`config.mk`:
```
export PLATFORM = sky130hd
export DESIGN_NAME = psh_pid
export DESIGN_NICKNAME = d
export VERILOG_FILES = /design/src/rtl/core/psh_pkg.sv /design/src/rtl/core/psh_pid.sv
export SDC_FILE = /design/constraint.sdc
export NUM_CORES = 2
export LEC_CHECK = 0
export ABC_AREA = 1
export BUFFER_PORTS_ARGS = -buffer_cell sky130_fd_sc_hd__buf_2
export CORE_MARGIN = 10
export CORE_UTILIZATION = 34
export DETAILED_ROUTE_END_ITERATION = 7
export SYNTH_ARGS = -nofsm -noshare
export SYNTH_HDL_FRONTEND = slang
export SYNTH_SLANG_ARGS = --single-unit
```
`constraint.sdc`:
```
create_clock -name clk -period 8.35 [get_ports clk]
set_input_delay 2.0875 -clock clk [delete_from_list [all_inputs] [get_ports clk]]
set_output_delay 2.0875 -clock clk [all_outputs]
set_load 0.01 [all_outputs]
```
`src/rtl/core/psh_pkg.sv`:
```
// Shared types and constants for the position servo with homing.
`default_nettype none

package psh_pkg;

  localparam int DataW    = 32;
  localparam int EsumW    = 15;
  localparam int ClampW   = 31;
  localparam int CmdW     = 3;
  localparam int CfgIdxW  = 3;
  localparam int InDataW  = 96;
  localparam int OutDataW = 136;

  localparam logic signed [EsumW-1:0] IntegralLimit = 15'sd16383;
  localparam logic [DataW-1:0]  HomingDrive    = 32'hffff_ffc0;
  localparam logic [DataW-1:0]  KpReset        = 32'h0001_0000;
  localparam logic [DataW-1:0]  KiReset        = 32'h0000_0200;
  localparam logic [DataW-1:0]  KdReset        = 32'h0001_0000;
  localparam logic [ClampW-1:0] DrvLimitReset  = 31'h100;
  localparam logic [ClampW-1:0] MaxRangeReset  = 31'h600;
  localparam logic [DataW-1:0]  HomeMaskReset  = 32'h1;
  localparam logic [DataW-1:0]  TravelLimReset = 32'h600;

  typedef enum logic [CmdW-1:0] {
    CMD_TICK    = 3'd0,
    CMD_ENABLE  = 3'd1,
    CMD_DISABLE = 3'd2,
    CMD_JUMP    = 3'd3,
    CMD_HOME    = 3'd4
  } cmd_t;

  typedef enum logic [CfgIdxW-1:0] {
    REG_KP        = 3'd0,
    REG_KI        = 3'd1,
    REG_KD        = 3'd2,
    REG_DRV_LIMIT = 3'd3,
    REG_MAX_RANGE = 3'd4,
    REG_HOME_MASK = 3'd5
  } cfg_idx_t;

  // what the drive does for one request
  typedef enum logic [1:0] {
    DRV_KEEP   = 2'd0,
    DRV_ZERO   = 2'd1,
    DRV_HOMING = 2'd2,
    DRV_PID    = 2'd3
  } drv_act_t;

  typedef struct packed {
    logic             valid;
    drv_act_t         act;
    logic [DataW-1:0] err;
    logic [EsumW-1:0] esum;
    logic [DataW-1:0] derr;
  } pid_req_t;

  typedef struct packed {
    logic             en;
    logic             at_home;
    logic             homing;
    logic [DataW-1:0] abs_pos;
    logic [DataW-1:0] rel_pos;
    logic [DataW-1:0] speed;
  } stat_t;

endpackage

`default_nettype wire

```
`src/rtl/core/psh_pid.sv`:
```
// PID product stage and drive register with output clamp.
`default_nettype none

module psh_pid import psh_pkg::*; (
  input  logic              clk,
  input  logic              rst_n,
  input  logic              adv,
  input  pid_req_t          req,
  input  logic [DataW-1:0]  kp,
  input  logic [DataW-1:0]  ki,
  input  logic [DataW-1:0]  kd,
  input  logic [ClampW-1:0] drv_limit,
  output logic [DataW-1:0]  drive
);

  logic             p_valid_r;
  drv_act_t         p_act_r;
  logic [DataW-1:0] pk_r;
  logic [DataW-1:0] pi_r;
  logic [DataW-1:0] pd_r;
  logic [DataW-1:0] drive_r;
  logic [DataW-1:0] drive_nxt;

  logic [DataW-1:0]        esum_ext;
  logic [DataW-1:0]        acc;
  logic signed [DataW-1:0] shifted;
  logic signed [DataW:0]   sh_w;
  logic signed [DataW:0]   lim_w;
  logic signed [DataW:0]   nlim_w;
  logic signed [DataW:0]   clamped;

  assign esum_ext = {{(DataW-EsumW){req.esum[EsumW-1]}}, req.esum};

  // low 32 bits of each product, as the wrapping arithmetic wants
  always_ff @(posedge clk) begin
    if (!rst_n) begin
      p_valid_r <= 1'b0;
    end else if (adv) begin
      p_valid_r <= req.valid;
    end
    if (adv) begin
      p_act_r <= req.act;
      pk_r    <= kp * req.err;
      pi_r    <= ki * esum_ext;
      pd_r    <= kd * req.derr;
    end
  end

  always_comb begin
    acc     = pk_r + pi_r + pd_r;
    shifted = $signed(acc) >>> 16;
    sh_w    = {shifted[DataW-1], shifted};
    lim_w   = $signed({2'b00, drv_limit});
    nlim_w  = -lim_w;
    if (sh_w > lim_w) begin
      clamped = lim_w;
    end else if (sh_w < nlim_w) begin
      clamped = nlim_w;
    end else begin
      clamped = sh_w;
    end
  end

  always_comb begin
    drive_nxt = drive_r;
    case (p_act_r)
      DRV_KEEP:   drive_nxt = drive_r;
      DRV_ZERO:   drive_nxt = '0;
      DRV_HOMING: drive_nxt = HomingDrive;
      DRV_PID:    drive_nxt = clamped[DataW-1:0];
      default:    drive_nxt = drive_r;
    endcase
  end

  always_ff @(posedge clk) begin
    if (!rst_n) begin
      drive_r <= '0;
    end else if (adv && p_valid_r) begin
      drive_r <= drive_nxt;
    end
  end

  assign drive = drive_r;

endmodule

`default_nettype wire

```
; Word-level counts from Yosys, hierarchy flattened
; Index checks and enable logic that the tools add are counted.
; W data, S select, Z words.
[word_totals]
reg_bits = 131
inputBits = 212
output_inout_bits = 32
word_cells = 24
[op_classes]
n_addsub = 3
multipliers = 3
n_lt_le_gt_ge = 2
n_eq_ne = 3
n_mux = 3
bitwise = 1
reduce_logical = 3
[ops]
columns = cell, count
row1 = $pmux W32 S3, 1
row2 = $add A32 B32 Y32, 2
row3 = $mul A32 B32 Y32, 2
row4 = $mux W32, 2
row5 = $lt A16 B33 Y1, 1
row6 = $neg A31 Y33, 1
row7 = $gt A16 B32 Y1, 1
row8 = $mul A32 B15 Y32, 1
row9 = $eq A2 B2 Y1 const B, 2
row10 = $eq A2 B1 Y1 const B, 1
row11 = $logic_not A2 Y1, 1
row12 = $reduce_and A2 Y1, 1
row13 = $logic_and A1 B1 Y1, 1
row14 = $not A1 Y1, 1

; Longest topological paths before layout
[logic_depth]
word_depth = 6
mapped_depth = 35
ltp_nobuf = 34

; Worst setup path after synthesis
; OpenSTA, ideal clock, no wires.
[synth_timing]
path_kind = input to register
start = input req[50] in the netlist's numbering
end = register pk_r[29], data pin
setup_ps = 258
t_arrival_ps = 8282
required_time_ps = 8092
setup_slack_ps = -190
path_stages = 29
n_path_buf = 2
path_cell_list = clkbuf_1 -> clkbuf_1 -> nand2_1 -> inv_1 -> fa_1 -> inv_1 -> fa_1 -> fa_1 -> fa_1 -> inv_1 -> fa_1 -> inv_1 -> fa_1 -> inv_1 -> fa_1 -> fa_1 -> ha_1 -> a21oi_1 -> o21a_1 -> inv_1 -> a21oi_1 -> inv_1 -> a21oi_1 -> o21ai_0 -> nand2_1 -> nand2_1 -> nand3_1 -> nand2_1 -> xor2_1
[synth_between]
elab_chain_cells = 1
[synth_lines]
columns = item, line
row1 = "start, declared", psh_pid.sv:8  ; input pid_req_t req,
row2 = $mul A32 B32 Y32, psh_pid.sv:43  ; pk_r <= kp * req.err;
row3 = "end signal, assigned", psh_pid.sv:43
row4 = "end, declared", psh_pid.sv:18  ; logic [DataW-1:0] pk_r;
; Every way passes these cells.
; A chain may end at the register's enable or synchronous reset.

; Final worst setup path
[layout_timing]
start = input req[2] in the netlist's numbering
end = register pd_r[31], data pin
[layout_between]
elab_chain_cells = 1
[layout_lines]
columns = item, line
row1 = $mul A32 B32 Y32, psh_pid.sv:45  ; pd_r <= kd * req.derr;
row2 = "end signal, assigned", psh_pid.sv:45
row3 = "end, declared", psh_pid.sv:20  ; logic [DataW-1:0] pd_r;
; Every way passes these cells.

==> run summary <==
Worst r2r src - pk_r[13]
Die width - 413.1 um
Final cell count without fillers - 9139
Slew Limit Headroom - 24.71%
Synth top area share - 43.30%
Crit-path cells - clkbuf_4 -> nand2_1 -> inv_1 -> fa_1 -> inv_1 -> fa_1 -> fa_1 -> fa_1 -> inv_1 -> fa_1 -> fa_1 -> fa_1 -> fa_1 -> ha_1 -> a21oi_1 -> o21ai_0 -> buf_4 -> a21oi_1 -> o2111ai_1 -> nor2_1 -> xnor3_1
H-tree lvl count - 4
Post-Syn Area - 52530 um2
Clk buf depth - 2
Yosys reg bits - 131
Post-cts hold buffer count - 0
Iter 0 DRT Violations - 2757
MaxCap Viol Count - 0
Hold WS - 471.2 ps
DR vias/cell - 4.571
Final hold vios - 0
Mapped Cells - 6685
Total GRT Usage - 17.55%
Core area - 153900 um2
Initial DRT Pass Iterations - 6
Total negative slack - 0 ps
Post-CTS Setup Repair Bufs - 0
Unrepaired setup endpoints after global routing - no
Rows - 144
Count leader, synth - inv_1
Fin nets - 8840
Worst reg2reg path depth - 28
Metal3 WL - 10.42 mm
Share of layout cells above drive strength 1 - 10.36%
Yosys top cell by area - fa_1
Flop-to-flop setup slack - 2360 ps
Number of diodes - 0
Largest net degree at the start of global routing - 87
Final Util - 38.52%
Clock transition at the registers of the reported paths - 70 ps
Root Buffer - clkbuf_16
Global-route wire length before repair - 239.4 mm
Slew Limit Fails - 0
Fin crit share - 97.14%
Die Area - 170600 um2
Slowest stage delay, CP - 580 ps
WP data required - 8540 ps
Worst setup SP type - input port
Net Count, Synth - 8443
Total of warnings raised by yosys - 0
Top Metal Used - met5
Worst setup path endpoint - pd_r[31]
Async SR Flop Fraction - 0%
CP most frequent cell - fa_1
# IOs - 244
CTS buffer count - 17
Setup CP Type - in2reg
Vias after detailed routing - 41770
Routed WL per cell - 16.23 um
Peak Freq - 123.3 MHz
Hpwl dp - 129.6 mm
Worst setup path startpoint - req[2]
Detailed Route WL - 148.3 mm
Initial Util - 34.14%
Setup violators final - 0
Final ANT Viol Nets - 0
Hold WC Path Type - reg2reg
Synth unique cells - 50
Synth top cells by count - inv_1 (2031), nand2_1 (1799), fa_1 (1136), ha_1 (410), clkbuf_1 (253)
Worst Skew - 10.61 ps
Port bufs - 243
Crit-path slowest cell - fa_1
Area grow syn2layout - 12.85%
Clock sinks - 131
Top FF cell, synth - edfxtp_1
# DRC - 0
CTS tree - built
Critical Path End Type - flip-flop
Sequential fraction of the synthesis area - 6.860%
Fin crit period - 8111 ps
Count of flip-flops with a built-in enable after synthesis - 98
Status - finished, final reports clean
Routability cong. - 0.9325
Met2 wire len - 69.05 mm
Met1 WL - 65.21 mm
Vias in the first global route - 44720
Antenna violations before repair - 2
Placed insts - 9107
Worst-skew pair later-pin latency - 450 ps
Worst slew pin tran - 1129 ps
Synth area leaders - fa_1 (43%), inv_1 (15%), nand2_1 (13%), ha_1 (9.8%), edfxtp_1 (5.6%)
Die H - 413.1 um
Worst EP arrival - 8300 ps
Gr ovfl total - 0
Syn Area/Cell - 7.857 um2
Worst r2r dst - drive[22]
Crit Path Max Fanout - 22
-- what timing repair did --
action,4_1_cts,5_1_grt
setup endpoints to repair,0,11
resized for setup,0,18
hold endpoints to repair,0,0
-- layout make-up --
cell class	count	area [um2]
Fill cell	15820	94590
Multi-Input combinational cell	4237	40200
Inverter	2036	7642
Timing Repair Buffer	659	4667
Sequential cell	131	3603
Tap cell	2044	2557
Clock buffer	17	425.4
Clock inverter	15	180.2
-- sequential cells by signal, indices dropped and copies added (netlist names) --
| signal | cells |
|---|---|
| drive | 32 |
| pd_r | 32 |
| pi_r | 32 |
| pk_r | 32 |
| p_act_r | 2 |
| p_valid_r | 1 |
-- through the flow --
step           instance area [um2]  worst slack (ps)
6_report                     59280             239.0
3_5_place_dp                 58640            -319.3
2_1_floorplan                52560             9.235
3_3_place_gp                 58640            -261.4
4_1_cts                      59250             158.2
5_1_grt                      59280             12.00
-- cell usage in the layout, fill, tap and decap left out, types with 6 or more instances in the layout --
cell type and n:
ha_1 410, clkbuf_16 17, nand2_1 1799, buf_12 24, xnor2_1 107, dfxtp_1 33, a21o_1 6, or2_2 9
nand2_2 11, buf_4 396, buf_2 232, nor2_2 11, nand4_1 26, clkbuf_4 7, inv_6 6, o21ai_1 15
fa_1 1135, nand3_1 96, o21ai_0 104, o21bai_1 12, nor2_1 107, nor3_1 14, edfxtp_1 98, xor2_1 148
a21oi_1 171, a21boi_1 10, inv_1 2031
-- worst max-delay path, delay by kind of cell --
family,cells,cell delay (ps)
compound gates,4,610
xor+xnor,1,390
fa+ha+maj,9,4400
buf+inv,5,580
simple gates,2,240
-- layer usage --
layer / global-route usage (%) / vias to the layer above
met5: 0 / -
met4: 4.011 / 4
met3: 2.780 / 201
met2: 29.21 / 1226
met1: 23.89 / 20650
li1: - / 19690
-- worst min path at each step --
stage	start	to	slack [ps]	depth (start not counted)
floorplan	drive[0]	drive[0]	490	2
global placement	drive[30]	drive[30]	460	2
detailed placement	drive[4]	drive[4]	460	2
CTS	drive[4]	drive[4]	470	2
global route	drive[2]	drive[2]	500	2
finish	drive[30]	drive[30]	470	2
-- kinds of logic (layout without fill, tap and decap cells) --
logic type | Yosys count | count (layout) | share of synthesized area (%)
AO/OA/AOI/OAI | 350 | 350 | 3.623
adder cells (fa/ha/maj) | 1546 | 1546 | 53.06
buffers and inverters | 2317 | 2727 | 16.63
XOR/XNOR | 256 | 256 | 4.295
flip-flops | 131 | 131 | 6.860
AND/OR/NAND/NOR | 2085 | 2085 | 15.53
Power is not shown: default switching activity piles up to over one toggle a cycle in this logic, so the estimate is an artifact.
